`src/slcfr_pkg.sv`:
```
// Shared types and constants for the sync/length/CRC-8 frame receiver.
`default_nettype none
package slcfr_pkg;

   localparam logic [7:0]  FRAME_START       = 8'hA7;
   localparam logic [15:0] HDR_TIMEOUT_RESET = 16'd1000;
   localparam logic [15:0] DAT_TIMEOUT_RESET = 16'd1000;
   localparam logic [7:0]  CRC_POLY_RESET    = 8'h07;
   localparam logic [7:0]  CRC_INIT_RESET    = 8'h00;

   localparam logic CMD_BYTE = 1'b0;
   localparam logic CMD_TICK = 1'b1;

   typedef enum logic [1:0] {
      PH_SYNC,
      PH_HEADER,
      PH_DATA,
      PH_CRC
   } phase_type;

   typedef enum logic [1:0] {
      EV_PAYLOAD,
      EV_FRAME_GOOD,
      EV_CRC_BAD,
      EV_TIMEOUT
   } event_type;

   typedef enum logic [1:0] {
      CSR_HDR_TIMEOUT,
      CSR_DAT_TIMEOUT,
      CSR_CRC_POLY,
      CSR_CRC_INIT
   } csr_index_type;

   typedef struct packed {
      event_type   ev;
      logic [7:0]  address;
      logic [7:0]  command;
      logic [15:0] length;
      logic [7:0]  pbyte;
      logic [15:0] pindex;
      logic        last;
   } result_type;

endpackage : slcfr_pkg
`default_nettype wire

```
`src/slcfr_crc8.sv`:
```
// Byte-wide CRC-8 update, MSB first, programmable polynomial.
`default_nettype none
module slcfr_crc8
   import slcfr_pkg::*;
(
   input  wire logic [7:0] crc_in,
   input  wire logic [7:0] data_in,
   input  wire logic [7:0] poly,
   output logic      [7:0] crc_out
);

   always_comb begin
      logic [7:0] c;
      c = crc_in ^ data_in;
      for (int i = 0; i < 8; i++) begin
         if (c[7]) begin
            c = {c[6:0], 1'b0} ^ poly;
         end else begin
            c = {c[6:0], 1'b0};
         end
      end
      crc_out = c;
   end

endmodule : slcfr_crc8
`default_nettype wire

```
`src/sync_length_crc_frame_receiver.sv`:
```
// A byte passes the input register and then the result register before rsp_tvalid rises.
// Throughput: one item per cycle while no result is blocked; frame state and CRC update for a byte are combinational.
// An input item is taken while a result still waits, held in the input register until the result moves.
// Reset (synchronous, active high): hunt for sync, clear frame state, load register defaults.
// No memories, so no clearing pass after reset.
`default_nettype none
module sync_length_crc_frame_receiver
   import slcfr_pkg::*;
(
   input  wire logic        clock,
   input  wire logic        reset,
   // input stream
   input  wire logic        req_tvalid,
   output logic             req_tready,
   input  wire logic [7:0]  req_tdata,   // [7:0] byte_value
   input  wire logic        req_tuser,   // [0] cmd
   // result stream
   output logic             rsp_tvalid,
   input  wire logic        rsp_tready,
   output logic [55:0]      rsp_tdata,   // [7:0] device_address, [15:8] command_code,
                                         // [31:16] payload_length, [39:32] payload_byte,
                                         // [55:40] payload_index
   output logic [1:0]       rsp_tuser,   // [1:0] event_res
   output logic             rsp_tlast,   // last
   // configuration
   input  wire logic        csr_we,
   input  wire logic [1:0]  csr_index,
   input  wire logic [15:0] csr_wdata
);

   // configuration registers
   logic [15:0] hdr_limit_ff;
   logic [15:0] dat_limit_ff;
   logic [7:0]  crc_poly_ff;
   logic [7:0]  crc_init_ff;

   // input register
   logic        in_valid_ff;
   logic        in_cmd_ff;
   logic [7:0]  in_byte_ff;

   // frame state
   phase_type   phase_ff, phase_in;
   logic [1:0]  header_count_ff, header_count_in;
   logic [7:0]  frame_address_ff, frame_address_in;
   logic [7:0]  frame_command_ff, frame_command_in;
   logic [15:0] frame_length_ff, frame_length_in;
   logic [15:0] data_count_ff, data_count_in;
   logic [7:0]  running_crc_ff, running_crc_in;
   logic [15:0] phase_timer_ff, phase_timer_in;

   // result register
   logic        rsp_valid_ff;
   result_type  rsp_ff, rsp_in;

   logic        is_tick;
   logic        has_result;
   logic        advance;
   logic        timed_out;
   logic        last_byte;
   logic [15:0] timer_inc;
   logic [15:0] limit;
   logic [16:0] count_next;
   logic [15:0] length_hdr;
   logic [7:0]  crc_fed;

   slcfr_crc8 u_crc8 (
      .crc_in  (running_crc_ff),
      .data_in (in_byte_ff),
      .poly    (crc_poly_ff),
      .crc_out (crc_fed)
   );

   assign is_tick    = (in_cmd_ff == CMD_TICK);
   assign limit      = (phase_ff == PH_HEADER) ? hdr_limit_ff : dat_limit_ff;
   assign timer_inc  = (phase_timer_ff == 16'hFFFF) ? phase_timer_ff : phase_timer_ff + 16'd1;
   // a zero limit trips on the first tick, same as one
   assign timed_out  = (timer_inc >= limit);
   assign count_next = {1'b0, data_count_ff} + 17'd1;
   assign last_byte  = (count_next == {1'b0, frame_length_ff});
   assign length_hdr = {in_byte_ff, frame_length_ff[7:0]};

   always_comb begin
      if (is_tick) begin
         has_result = (phase_ff != PH_SYNC) && timed_out;
      end else begin
         has_result = (phase_ff == PH_DATA) || (phase_ff == PH_CRC);
      end
   end

   // an item with no result never waits on the result register
   assign advance    = in_valid_ff && (!has_result || !rsp_valid_ff || rsp_tready);
   assign req_tready = !in_valid_ff || advance;

   // next phase
   always_comb begin
      phase_in = phase_ff;
      if (is_tick) begin
         if ((phase_ff != PH_SYNC) && timed_out) begin
            phase_in = PH_SYNC;
         end
      end else begin
         case (phase_ff)
            PH_SYNC: begin
               if (in_byte_ff == FRAME_START) begin
                  phase_in = PH_HEADER;
               end
            end
            PH_HEADER: begin
               if (header_count_ff == 2'd3) begin
                  phase_in = (length_hdr == 16'd0) ? PH_CRC : PH_DATA;
               end
            end
            PH_DATA: begin
               if (last_byte) begin
                  phase_in = PH_CRC;
               end
            end
            PH_CRC:  phase_in = PH_SYNC;
            default: phase_in = PH_SYNC;
         endcase
      end
   end

   // frame datapath and result
   always_comb begin
      header_count_in  = header_count_ff;
      frame_address_in = frame_address_ff;
      frame_command_in = frame_command_ff;
      frame_length_in  = frame_length_ff;
      data_count_in    = data_count_ff;
      running_crc_in   = running_crc_ff;
      phase_timer_in   = phase_timer_ff;

      rsp_in.ev      = EV_TIMEOUT;
      rsp_in.address = frame_address_ff;
      rsp_in.command = frame_command_ff;
      rsp_in.length  = frame_length_ff;
      rsp_in.pbyte   = 8'd0;
      rsp_in.pindex  = 16'd0;
      rsp_in.last    = 1'b0;

      if (is_tick) begin
         if (phase_ff != PH_SYNC) begin
            phase_timer_in = timed_out ? 16'd0 : timer_inc;
         end
      end else begin
         case (phase_ff)
            PH_SYNC: begin
               if (in_byte_ff == FRAME_START) begin
                  header_count_in = 2'd0;
                  data_count_in   = 16'd0;
                  running_crc_in  = crc_init_ff;
                  phase_timer_in  = 16'd0;
               end
            end
            PH_HEADER: begin
               running_crc_in = crc_fed;
               case (header_count_ff)
                  2'd0:    frame_address_in = in_byte_ff;
                  2'd1:    frame_command_in = in_byte_ff;
                  2'd2:    frame_length_in  = {frame_length_ff[15:8], in_byte_ff};
                  default: frame_length_in  = length_hdr;
               endcase
               if (header_count_ff == 2'd3) begin
                  header_count_in = 2'd0;
                  data_count_in   = 16'd0;
                  phase_timer_in  = 16'd0;
               end else begin
                  header_count_in = header_count_ff + 2'd1;
               end
            end
            PH_DATA: begin
               running_crc_in = crc_fed;
               data_count_in  = count_next[15:0];
               rsp_in.ev      = EV_PAYLOAD;
               rsp_in.pbyte   = in_byte_ff;
               rsp_in.pindex  = data_count_ff;
               rsp_in.last    = last_byte;
               if (last_byte) begin
                  phase_timer_in = 16'd0;
               end
            end
            default: begin
               rsp_in.ev      = (in_byte_ff == running_crc_ff) ? EV_FRAME_GOOD : EV_CRC_BAD;
               phase_timer_in = 16'd0;
            end
         endcase
      end
   end

   // configuration writes
   always_ff @(posedge clock) begin
      if (reset) begin
         hdr_limit_ff <= HDR_TIMEOUT_RESET;
         dat_limit_ff <= DAT_TIMEOUT_RESET;
         crc_poly_ff  <= CRC_POLY_RESET;
         crc_init_ff  <= CRC_INIT_RESET;
      end else if (csr_we) begin
         case (csr_index)
            CSR_HDR_TIMEOUT: hdr_limit_ff <= csr_wdata;
            CSR_DAT_TIMEOUT: dat_limit_ff <= csr_wdata;
            CSR_CRC_POLY:    crc_poly_ff  <= csr_wdata[7:0];
            CSR_CRC_INIT:    crc_init_ff  <= csr_wdata[7:0];
            default: begin
            end
         endcase
      end
   end

   // input register
   always_ff @(posedge clock) begin
      if (reset) begin
         in_valid_ff <= 1'b0;
      end else if (req_tready) begin
         in_valid_ff <= req_tvalid;
      end
   end

   always_ff @(posedge clock) begin
      if (req_tvalid && req_tready) begin
         in_cmd_ff  <= req_tuser;
         in_byte_ff <= req_tdata;
      end
   end

   // frame state
   always_ff @(posedge clock) begin
      if (reset) begin
         phase_ff         <= PH_SYNC;
         header_count_ff  <= 2'd0;
         frame_address_ff <= 8'd0;
         frame_command_ff <= 8'd0;
         frame_length_ff  <= 16'd0;
         data_count_ff    <= 16'd0;
         running_crc_ff   <= CRC_INIT_RESET;
         phase_timer_ff   <= 16'd0;
      end else if (advance) begin
         phase_ff         <= phase_in;
         header_count_ff  <= header_count_in;
         frame_address_ff <= frame_address_in;
         frame_command_ff <= frame_command_in;
         frame_length_ff  <= frame_length_in;
         data_count_ff    <= data_count_in;
         running_crc_ff   <= running_crc_in;
         phase_timer_ff   <= phase_timer_in;
      end
   end

   // result register
   always_ff @(posedge clock) begin
      if (reset) begin
         rsp_valid_ff <= 1'b0;
      end else if (advance && has_result) begin
         rsp_valid_ff <= 1'b1;
      end else if (rsp_tready) begin
         rsp_valid_ff <= 1'b0;
      end
   end

   always_ff @(posedge clock) begin
      if (advance && has_result) begin
         rsp_ff <= rsp_in;
      end
   end

   assign rsp_tvalid = rsp_valid_ff;
   assign rsp_tuser  = rsp_ff.ev;
   assign rsp_tlast  = rsp_ff.last;
   assign rsp_tdata  = {rsp_ff.pindex, rsp_ff.pbyte, rsp_ff.length,
                        rsp_ff.command, rsp_ff.address};

`ifndef SYNTHESIS
   a_sync_timer_idle: assert property (@(posedge clock) disable iff (reset)
      (phase_ff == PH_SYNC) |-> (phase_timer_ff == 16'd0))
      else $error("phase timer running while hunting for sync");

   a_data_count_bound: assert property (@(posedge clock) disable iff (reset)
      (phase_ff == PH_DATA) |-> (data_count_ff < frame_length_ff))
      else $error("payload count past frame length");

   a_held_item_stable: assert property (@(posedge clock) disable iff (reset)
      (in_valid_ff && !advance) |=> (in_valid_ff && $stable(in_byte_ff) && $stable(in_cmd_ff)))
      else $error("stalled input item lost or changed");

   a_stall_needs_result: assert property (@(posedge clock) disable iff (reset)
      (in_valid_ff && !advance) |-> (has_result && rsp_valid_ff && !rsp_tready))
      else $error("input item stalled without a blocked result");
`endif

endmodule : sync_length_crc_frame_receiver
`default_nettype wire
```
`config.mk`:
```
export PLATFORM = sky130hd
export DESIGN_NAME = sync_length_crc_frame_receiver
export DESIGN_NICKNAME = d
export VERILOG_FILES = /design/src/slcfr_pkg.sv /design/src/slcfr_crc8.sv /design/src/sync_length_crc_frame_receiver.sv
export SDC_FILE = /design/constraint.sdc
export NUM_CORES = 1
export LEC_CHECK = 0
export BUFFER_PORTS_ARGS = -buffer_cell sky130_fd_sc_hd__buf_2
export CAP_MARGIN = 20
export CORE_MARGIN = 2
export CORE_UTILIZATION = 30
export DETAILED_ROUTE_END_ITERATION = 16
export SETUP_SLACK_MARGIN = 0.15
export SYNTH_ARGS = -nofsm -noshare
export SYNTH_HDL_FRONTEND = slang
export SYNTH_SLANG_ARGS = --single-unit
```
`constraint.sdc`:
```
create_clock -name clock -period 12.3 [get_ports clock]
set_clock_uncertainty 0.15 [all_clocks]
set_input_delay 1.845 -clock clock [delete_from_list [all_inputs] [get_ports clock]]
set_output_delay 1.845 -clock clock [all_outputs]
set_load 0.02 [all_outputs]
```
Word-level counts from Yosys, hierarchy flattened. Index checks and enable logic that the tools add are counted.

Multiplexer cells: 36. Bitwise operators: 13. Equality and inequality tests: 20. Order comparisons: 1. Reduce and logical (&&, ||, !) cells: 37. Add/subtract/negate cells: 3.

Operators with widths (number): 16-bit two-way mux (8); 16-bit case mux with 3 select lines (2); 8-bit two-way mux (9); 8-bit XOR (9); 16-bit case mux with 2 select lines (1); 5-bit AND reduction (5); 16-bit by 1-bit adder with 17-bit output (second input constant) (1); 17-bit by 16-bit equality test with 1-bit output (1); 16-bit by 1-bit adder with 16-bit output (second input constant) (1); 16-bit equality test (second input constant) (1); 16-bit >= comparator (1); 16-bit zero test (1); 2-bit two-way mux (8); 8-bit case mux with 2 select lines (1); 4-bit AND reduction (4); 2-bit equality test (second input constant) (6); 8-bit equality test (1); 8-bit equality test (second input constant) (1); 2-bit case mux with 2 select lines (2); 2-bit case mux with 4 select lines (1); 2-bit AND reduction (4); 2-bit nonzero test (4); 2-bit OR reduction (4); 2-bit by 1-bit equality test with 1-bit output (second input constant) (3); other kinds (12) (31).

Bits of input ports: 32. Word-level logic and storage cells: 134. Register bits: 194. Output and inout port bits: 61.

Depth between registers and ports, before layout. Gate-level depths: netlist (run 1).

Depth in word-level cells: 18. Mapped depth: 23. Depth with buffers taken out: 20.

Modules after synthesis. Synthesis (run 1) repeated with hierarchy kept, for this count alone.

Cell total of the unflattened synthesis: 1140. Area total of the unflattened synthesis: 10490.1 µm².

Modules (own cells, without submodules): sync_length_crc_frame_receiver (cells each 943, area each 9027.4 µm², times used 1, seq. area each 4564.4 µm²); slcfr_crc8 (cells each 197, area each 1462.7 µm², times used 1, seq. area each 0.0 µm²).

Worst setup path before layout (run 1). No wires, ideal clock.

Path kind: reg2reg. Start: register phase_timer_ff[0]. End: register rsp_ff, in the netlist rsp_tdata[0] (enable). Path slack: 5.770 ns. Buffers on the path: 2. Library setup time: 0.476 ns. Period minus slack after synthesis: 6.530 ns. Required time: 11.674 ns. Stages on the path, launching flop included: 23. Arrival time: 5.904 ns. Cells stage by stage: dfxtp_1 ha_1 nand2_1 nor2_1 nand3_1 or2_2 clkbuf_1 xnor2_1 ha_1 nand2b_1 a21o_1 a21o_1 a21o_1 a21o_1 a21o_1 a21o_1 a21oi_1 o21ai_0 a31oi_1 clkbuf_1 nor2_1 nand2_1 nor2_1.

Longest elaborated chain between the ends: 10. Elaborated cells between the ends (all ways): 11. Classes of those cells: 1 x add/sub; 1 x order compare; 1 x eq/ne; 2 x mux; 6 x reduce/logical.

Ends and longest elaborated chain: start, declared (line sync_length_crc_frame_receiver.sv:50) `logic [15:0] phase_timer_ff, phase_timer_in;`; start signal, assigned (line sync_length_crc_frame_receiver.sv:246) `phase_timer_ff <= phase_timer_in;`; 16-bit by 1-bit adder with 16-bit output or 16-bit equality test (tied branches) (line sync_length_crc_frame_receiver.sv:76) `assign timer_inc = (phase_timer_ff == 16'hFFFF) ? phase_timer_ff : phase_timer_ff + 16'd1;`; 16-bit two-way mux * (line sync_length_crc_frame_receiver.sv:76); 16-bit >= comparator * (line sync_length_crc_frame_receiver.sv:78) `assign timed_out = (timer_inc >= limit);`; 1-bit logical AND * (line sync_length_crc_frame_receiver.sv:85) `has_result = (phase_ff != PH_SYNC) && timed_out;`; 1-bit two-way mux * (line sync_length_crc_frame_receiver.sv:84) `if (is_tick) begin`; 1-bit zero test (line sync_length_crc_frame_receiver.sv:92) `assign advance = in_valid_ff && (!has_result || !rsp_valid_ff || rsp_tready);`; 1-bit logical OR (2 in series) (line sync_length_crc_frame_receiver.sv:92); 1-bit logical AND (line sync_length_crc_frame_receiver.sv:92); 1-bit logical AND * (line sync_length_crc_frame_receiver.sv:262) `if (advance && has_result) begin`; end signal, assigned (line sync_length_crc_frame_receiver.sv:263) `rsp_ff <= rsp_in;`; end, declared (line sync_length_crc_frame_receiver.sv:54) `result_type rsp_ff, rsp_in;`.

Every way passes the cells marked *; elsewhere a longest branch is shown, timed or not. A chain may end at the register's enable or synchronous reset.

Worst setup path after layout (run 1).
Start: register phase_timer_ff[0]. End: output port req_tready.

Longest elaborated chain between the ends: 10. Elaborated cells between the ends (all ways): 11. Classes of those cells: 1 x add/sub; 1 x order compare; 1 x eq/ne; 2 x mux; 6 x reduce/logical.

Ends and longest elaborated chain: 16-bit by 1-bit adder with 16-bit output or 16-bit equality test (tied branches) (line sync_length_crc_frame_receiver.sv:76); 16-bit two-way mux * (line sync_length_crc_frame_receiver.sv:76); 16-bit >= comparator * (line sync_length_crc_frame_receiver.sv:78); 1-bit logical AND * (line sync_length_crc_frame_receiver.sv:85); 1-bit two-way mux * (line sync_length_crc_frame_receiver.sv:84); 1-bit zero test * (line sync_length_crc_frame_receiver.sv:92); 1-bit logical OR * (2 in series) (line sync_length_crc_frame_receiver.sv:92); 1-bit logical AND * (line sync_length_crc_frame_receiver.sv:92); 1-bit logical OR * (line sync_length_crc_frame_receiver.sv:93) `assign req_tready = !in_valid_ff || advance;`; end, declared (line sync_length_crc_frame_receiver.sv:14) `output logic req_tready,`.

Marks and branches as above.

==> impl_metrics.csv, run 1 <==
group,metric,value,unit
detailed_routing,detail-route-antenna-nets,0,
sta,fin_crit,6.549,ns
placement,place.gp.congestion,0.8317,
global_route,grt_pass1_vias,7909,
power,switching_share,27.91,%
cells_and_area,mostFrequentLayoutCells,"195 x nand2_1, 126 x dfxtp_1, 91 x buf_2",
logic_synthesis,synth.area.top_cells,"dfxtp_1 24%, edfxtp_1 19%, nand2_1 7.0%",
placement,pre_cts_slack,6.268,ns
die,num_rows,68,
placement,place_hpwl,18480,um
sta,worstMarginPinSlew,1.003,ns
global_route,grt_max_degree,105,
setup_path,cp_max_fo,8,
logic_synthesis,synth_top_cell_by_area,"dfxtp_1",
logic_synthesis,synth_area,10480,um2
logic_synthesis,synth_top_area_share,24.07,%
worst_hold_path,hold_class,"reg2reg",
setup_path,slowest_stage,"dfxtp_1",
clock_network,h-tree-depth,4,
cells_and_area,final_common_cell,"nand2_1",
clock_network,clk_pin_slew,0.08,ns
sta,slew_viol_final,0,
sta,finalSetupViolCount,0,
cells_and_area,multiInputGateArea,5607,um2
cells_and_area,fill_cells,3558,
logic_synthesis,ys_ff_latch,194,
sta,finalHoldViolations,0,
power,p_clk_share,39.2,%
logic_synthesis,synth_nets,1202,
sta,max_freq,152.7,MHz
setup_path,setup.worst_path.start_class,"flip-flop",
cells_and_area,seqCellArea,4564,um2
logic_synthesis,ys_async_sr_fraction,0,%
logic_synthesis,synthCells,1141,
sta,max_slew_margin,32.79,%
setup_path,endpoint_kind,"output pin",
clock_network,cts_setup_buffers,0,
detailed_routing,viasPerCell,5.107,
global_route,grt_first_pass_wirelength,42210,um
detailed_routing,drc,0,
logic_synthesis,syn_avg_cell_area,9.186,um2
setup_path,critPathTopFamily,"compound AO/OA/AOI/OAI gates",
run_status,status,"complete, no violations",
detailed_routing,drtIter0Drc,689,
logic_synthesis,yosysWarnings,0,
detailed_routing,wl,26460,um
power,p_leak,4.597,nW
global_route,grt_overflow,0,
cells_and_area,finalNetCount,1258,
clock_network,clk_latency,0.45,ns
power,pwr-share-seq,47.9,%
power,internal_power,0.001029,W
detailed_routing,wire_per_inst,15.88,um
die,io_pins,93,
cells_and_area,area_growth,14.48,%
placement,dpl_cell_area,11350,um2
power,p_total,0.001428,W
power,ir_worst_vdd,0.1080,mV
setup_path,slowest_delay,0.42,ns
sta,setup_ws,5.751,ns
die,die_w,190.9,um
detailed_routing,vias,8509,
clock_network,cts_hold_buf,0,
clock_network,cts_resized,0,
clock_network,clock_path_buffers,2,
clock_network,numCtsBuffers,17,
sta,period_share,53.24,%
job,maxCapViolCount,0,
die,core,34460,um2
logic_synthesis,synth_cell_types,67,
logic_synthesis,ys.flop_type,"dfxtp_1",
setup_path,cp_common_cell,"a21o_1",
logic_synthesis,synth_edf_count,68,
setup_path,worstSetupPathType,"reg2out",
detailed_routing,firstDrtPassIters,5,
die,start_util,30.42,%
logic_synthesis,synth-seq-area-share,43.55,%
cells_and_area,final_cell_area,12000,um2
setup_path,cp_cell_sequence,"ha_1 > nand2_1 > nor2_1 > nand3_1 > or2_2 > xnor2_1 > ha_1 > nand2b_1 > a21o_1 > a21o_1 > a21o_1 > a21o_1 > a21o_1 > a21o_1 > a21oi_1 > o21ai_0 > a31o_2 > nand3_1 > buf_2",
setup_path,critPathRequiredTime,10.30,ns
sta,rsz0062_at_grt,"no",
sta,fin_hold_ws,0.2832,ns
die,dieArea,36450,um2
global_route,antenna_found_initial,5,
clock_network,cts_tree,"done",
clock_network,root_buffer,"clkbuf_16",
global_route,track_usage,14.66,%
setup_path,critPathBufInv,1,
power,power.switching,0.0003985,W
power,power_frac_comb,13.0,%
cells_and_area,drive_gt1_share,14.79,%
die,die_y,190.9,um
clock_network,clock-sinks,194,
setup_path,crit_arrival,4.55,ns
placement,io_buffers,92,
sta,fin_setup_tns,0,ns
power,powerDensity,119.0,nW/um2
area by class of cell:
class	count	share of cell area, %
Sequential cell	194	38.04
Multi-Input combinational cell	862	46.73
Antenna cell	1	0.02086
Clock inverter	14	1.345
Inverter	15	0.4692
Tap cell	455	4.745
Timing Repair Buffer	107	4.995
Clock buffer	18	3.660
through the flow:
step | util, % | std cells
after floorplan | - | 1141
final | 34.82 | 1666
after CTS | 34.67 | 1661
after global placement | 32.89 | 1628
after detailed placement | 32.93 | 1629
after global routing | 34.82 | 1666
state kept, by name, indices dropped and copies added, names as in the netlist, 16 cells and up:
name and cells:
hdr_limit_ff 16, frame_length_ff 16, rsp_tdata 56, data_count_ff 16, dat_limit_ff 16, phase_timer_ff 16
synth_stat cells (all sizes together) (25+ instances only):
| cell | n |
|---|---|
| a21oi | 84 |
| and2 | 32 |
| clkbuf | 57 |
| dfxtp | 126 |
| edfxtp | 68 |
| ha | 29 |
| mux2i | 49 |
| nand2 | 195 |
| nand3 | 64 |
| nor2 | 75 |
| nor3 | 31 |
| o21ai | 40 |
| xnor2 | 56 |
| xor2 | 25 |
final timing paths:
path / slack [ns] / to / depth (start not counted) / from
worst min register to register: 0.28 / rsp_tdata[12] / 0 / frame_command_ff[4]
worst max-delay path: 5.75 / req_tready / 19 / phase_timer_ff[0]
worst min-delay path: 0.28 / rsp_tdata[12] / 0 / frame_command_ff[4]
worst max register to register: 7.15 / in_cmd_ff / 18 / phase_timer_ff[0]
cells by family after synthesis:
logic type      count (synthesis)  synth area share, %
compound gates                215                13.88
xor+xnor                       89                9.824
buf+inv                        85                3.092
flops                         194                43.55
simple gates                  478                21.30
mux                            51                4.894
fa+ha+maj                      29                3.462
layer usage:
layer	vias up	GRT usage [%]	routed length (um)
met1	4085	19.50	12170
li1	4154	-	-
met2	222	23.54	12340
met4	8	4.472	457
met5	-	0	42
met3	40	3.433	1450
power by group through the flow:
stage,clock network [W],registers [W],logic (W)
global placement,0,0.000698,0.000179
floorplan,0,0.000686,0.000149
detailed placement,0,0.000698,0.000182
finish,0.000559,0.000684,0.000185
CTS,0.000573,0.000684,0.000183
global route,0.000600,0.000685,0.000201
Power figures use the tool's default switching activity.
==> run 2, diff against run 1 <==
--- a/config.mk
+++ b/config.mk
@@ -5,6 +5,7 @@
 export SDC_FILE = /design/constraint.sdc
 export NUM_CORES = 1
 export LEC_CHECK = 0
+export ABC_AREA = 1
 export BUFFER_PORTS_ARGS = -buffer_cell sky130_fd_sc_hd__buf_2
 export CAP_MARGIN = 20
 export CORE_MARGIN = 2
==> constraint.sdc (replaced) <==
create_clock -name clock -period 5.3 [get_ports clock]
set_clock_uncertainty 0.15 [all_clocks]
set_input_delay 0.795 -clock clock [delete_from_list [all_inputs] [get_ports clock]]
set_output_delay 0.795 -clock clock [all_outputs]
set_load 0.02 [all_outputs]
==> run 2 against run 1 <==
Non-clock buffer count is 3 lower. Cell area down 2.1%. Cell count up 8.9%. Sequential power rose by 130%. Synthesized cell count up 12%. Sequential cell count stayed put. Hold slack got worse by 0.0069 ns. Clock-buffer cell count unchanged. First-iteration DRC count grew 1.3%. Critical path type unchanged.
==> impl_metrics.csv, run 2 <==
group,metric,value,unit
cells_and_area,final_common_cell,"nand2_1",
sta,fin_setup_tns,0,ns
detailed_routing,wire_per_inst,14.06,um
cells_and_area,num_antenna_cells,0,
detailed_routing,drc,0,
worst_hold_path,worstHoldStart,"frame_address_ff[6]",
sta,finalSetupViolCount,0,
worst_hold_path,holdPathStages,0,
sta,slew_viol_final,0,
logic_synthesis,ys_ff_latch,194,
setup_path,endpoint_kind,"output pin",
run_status,status,"complete, no violations",
clock_network,cts_resized,0,
cells_and_area,drive_gt1_share,14.79,%
power,powerDensity,281.7,nW/um2
sta,max_freq,210.5,MHz
cells_and_area,area_growth,15.73,%
setup_path,cp_max_fo,7,
logic_synthesis,synth_cell_types,46,
setup_path,r2r-end,"phase_timer_ff[5]",
global_route,grt_first_pass_wirelength,41030,um
sta,rsz0062_at_grt,"no",
setup_path,reg2reg_slack,0.82,ns
detailed_routing,detail-route-antenna-nets,0,
power,p_leak,4.756,nW
clock_network,h-tree-depth,4,
logic_synthesis,synth_edf_count,68,
clock_network,cts_tree,"done",
clock_network,clock-sinks,194,
cells_and_area,fill_cells,3481,
sta,fin_hold_ws,0.2763,ns
sta,fin_crit,4.750,ns
clock_network,clock_path_buffers,2,
cells_and_area,largest_reg_flops,56,
setup_path,setup.worst_path.start_class,"flip-flop",
power,ir_worst_vdd,0.2399,mV
die,io_pins,93,
clock_network,cts_hold_buf,0,
cells_and_area,finalNetCount,1414,
sta,finalHoldViolations,0,
die,start_util,30.34,%
logic_synthesis,synth_nets,1339,
detailed_routing,vias,8502,
detailed_routing,viasPerCell,4.687,
setup_path,r2r_start,"phase_timer_ff[0]",
logic_synthesis,synth_top_area_share,24.86,%
logic_synthesis,ys.flop_type,"dfxtp_1",
sta,period_share,89.61,%
die,die_y,187.9,um
logic_synthesis,ys_async_sr_fraction,0,%
placement,place.gp.congestion,0.8936,
detailed_routing,drtIter0Drc,698,
logic_synthesis,synthCells,1278,
die,core,33450,um2
sta,max_slew_margin,53.84,%
clock_network,root_buffer,"clkbuf_16",
detailed_routing,maxUsedRoutingLayer,"met5",
worst_hold_path,hold_class,"reg2reg",
clock_network,clk_pin_slew,0.08,ns
detailed_routing,firstDrtPassIters,6,
power,p_total,0.003308,W
global_route,grt_max_degree,73,
job,maxCapViolCount,0,
logic_synthesis,synth-seq-area-share,44.98,%
setup_path,crit_arrival,3.80,ns
global_route,antenna_found_initial,1,
logic_synthesis,synth.area.top_cells,"dfxtp_1 25%, edfxtp_1 20%, nand2_1 8.7%",
detailed_routing,met3_length,1280,um
setup_path,critPathRequiredTime,4.36,ns
worst_hold_path,whs_endpoint,"rsp_tdata[6]",
logic_synthesis,synth_area,10150,um2
clock_network,numCtsBuffers,17,
placement,io_buffers,92,
clock_network,cts_setup_buffers,0,
logic_synthesis,syn_avg_cell_area,7.940,um2
global_route,grt_overflow,0,
placement,place_hpwl,18590,um
cells_and_area,mostFrequentLayoutCells,"232 x nand2_1, 177 x nor2_1, 132 x inv_1",
setup_path,reg2reg_depth,23,
logic_synthesis,synth_most_common_cell,"nand2_1",
sta,worstMarginPinSlew,0.6924,ns
clock_network,clk_latency,0.44,ns
die,die_w,187.9,um
die,dieArea,35310,um2
detailed_routing,wl_met1,12580,um
setup_path,worstSetupPathType,"reg2out",
detailed_routing,wl_met2,11110,um
logic_synthesis,synth_top_cells_by_count,"235 x nand2_1, 182 x nor2_1, 133 x inv_1",
logic_synthesis,synth_top_cell_by_area,"dfxtp_1",
logic_synthesis,yosysWarnings,0,
global_route,grt_pass1_vias,7885,
detailed_routing,wl,25500,um
global_route,track_usage,14.49,%
die,num_rows,67,
## run 2: cell count changes in the layout (fill, tap and decap cells not counted), moves of 18 or more
cell / before / now
a211oi_1: 4 / 22
nand2_1: 195 / 232
nor2_1: 74 / 177
nand2_2: 0 / 18
inv_1: 14 / 132
and2_1: 32 / 9
mux2i_1: 49 / 15
o21ai_0: 33 / 92
xnor2_1: 45 / 20
## run 2: how the worst max path moves through the flow
| stage | startpoint | end | slack (ns) | depth (start not counted) |
|---|---|---|---|---|
| finish | phase_timer_ff[0] | req_tready | 0.55 | 19 |
| global route | phase_timer_ff[0] | req_tready | 0.22 | 22 |
| CTS | phase_timer_ff[0] | req_tready | 0.28 | 19 |
| detailed placement | phase_timer_ff[0] | phase_timer_ff[0] | 0.56 | 23 |
| global placement | phase_timer_ff[0] | data_count_ff[12] | 0.67 | 23 |
| floorplan | phase_ff[1] | rsp_tdata[0] | 0.22 | 16 |
## run 2: cells by family after synthesis
family,count (synthesis),synth area share [%]
and+or+nand+nor,582,25.75
xor gates and xnor gates,57,5.450
AOI/OAI and AO/OA,212,11.50
muxes,15,1.480
buffers and inverters,189,7.263
adders and majority gates,29,3.576
DFF,194,44.98
## run 2: per-layer routing
metal  up-vias  GRT usage (%)
met5         -              0
met4         2          4.452
met3        35          2.826
met2       219          22.66
met1      3900          20.15
li1       4346              -
## run 2: worst max-delay path: stages, from the launching register on
cell and delay, ns:
dfxtp_1 0.38, ha_1 0.21, nand2_1 0.09, nor3_1 0.20
nand2_1 0.13, nor2_1 0.11, nand2_1 0.11, nor2_2 0.28
nor3_1 0.14, a21oi_1 0.25, ha_1 0.18, nand2_1 0.07
o21a_1 0.18, o221ai_1 0.13, nand2_1 0.07, nand4_1 0.14
nand2_1 0.14, a31oi_4 0.21, nand3_2 0.16, buf_2 0.20
## run 2: area by class of cell
cell class | count | area (um2) | area share [%]
Clock buffer | 18 | 439.2 | 3.740
Inverter | 141 | 529.3 | 4.507
Timing Repair Buffer | 104 | 570.5 | 4.858
Multi-Input combinational cell | 895 | 4915 | 41.85
Clock inverter | 14 | 165.2 | 1.406
Sequential cell | 194 | 4564 | 38.87
Tap cell | 448 | 560.5 | 4.773
## run 2: stage by stage
| stage | util [%] | cells | worst slack (ns) | area, um2 |
|---|---|---|---|---|
| 6_report | 35.11 | 1814 | 0.5505 | 11740 |
| 4_1_cts | 34.92 | 1813 | 0.2838 | 11680 |
| 2_1_floorplan | - | 1278 | 0.2230 | 10150 |
| 3_3_place_gp | 33.06 | 1780 | 0.6736 | 11060 |
| 5_1_grt | 35.11 | 1814 | 0.2206 | 11740 |
| 3_5_place_dp | 33.11 | 1781 | 0.5623 | 11070 |
## run 2: report_power, final
group	leakage (nW)	internal, W	switching [W]
clock network	0.286	0.000646	0.000631
logic	2.84	0.000145	0.000288
registers	1.63	0.00157	0.0000305
total	4.76	0.00236	0.000950
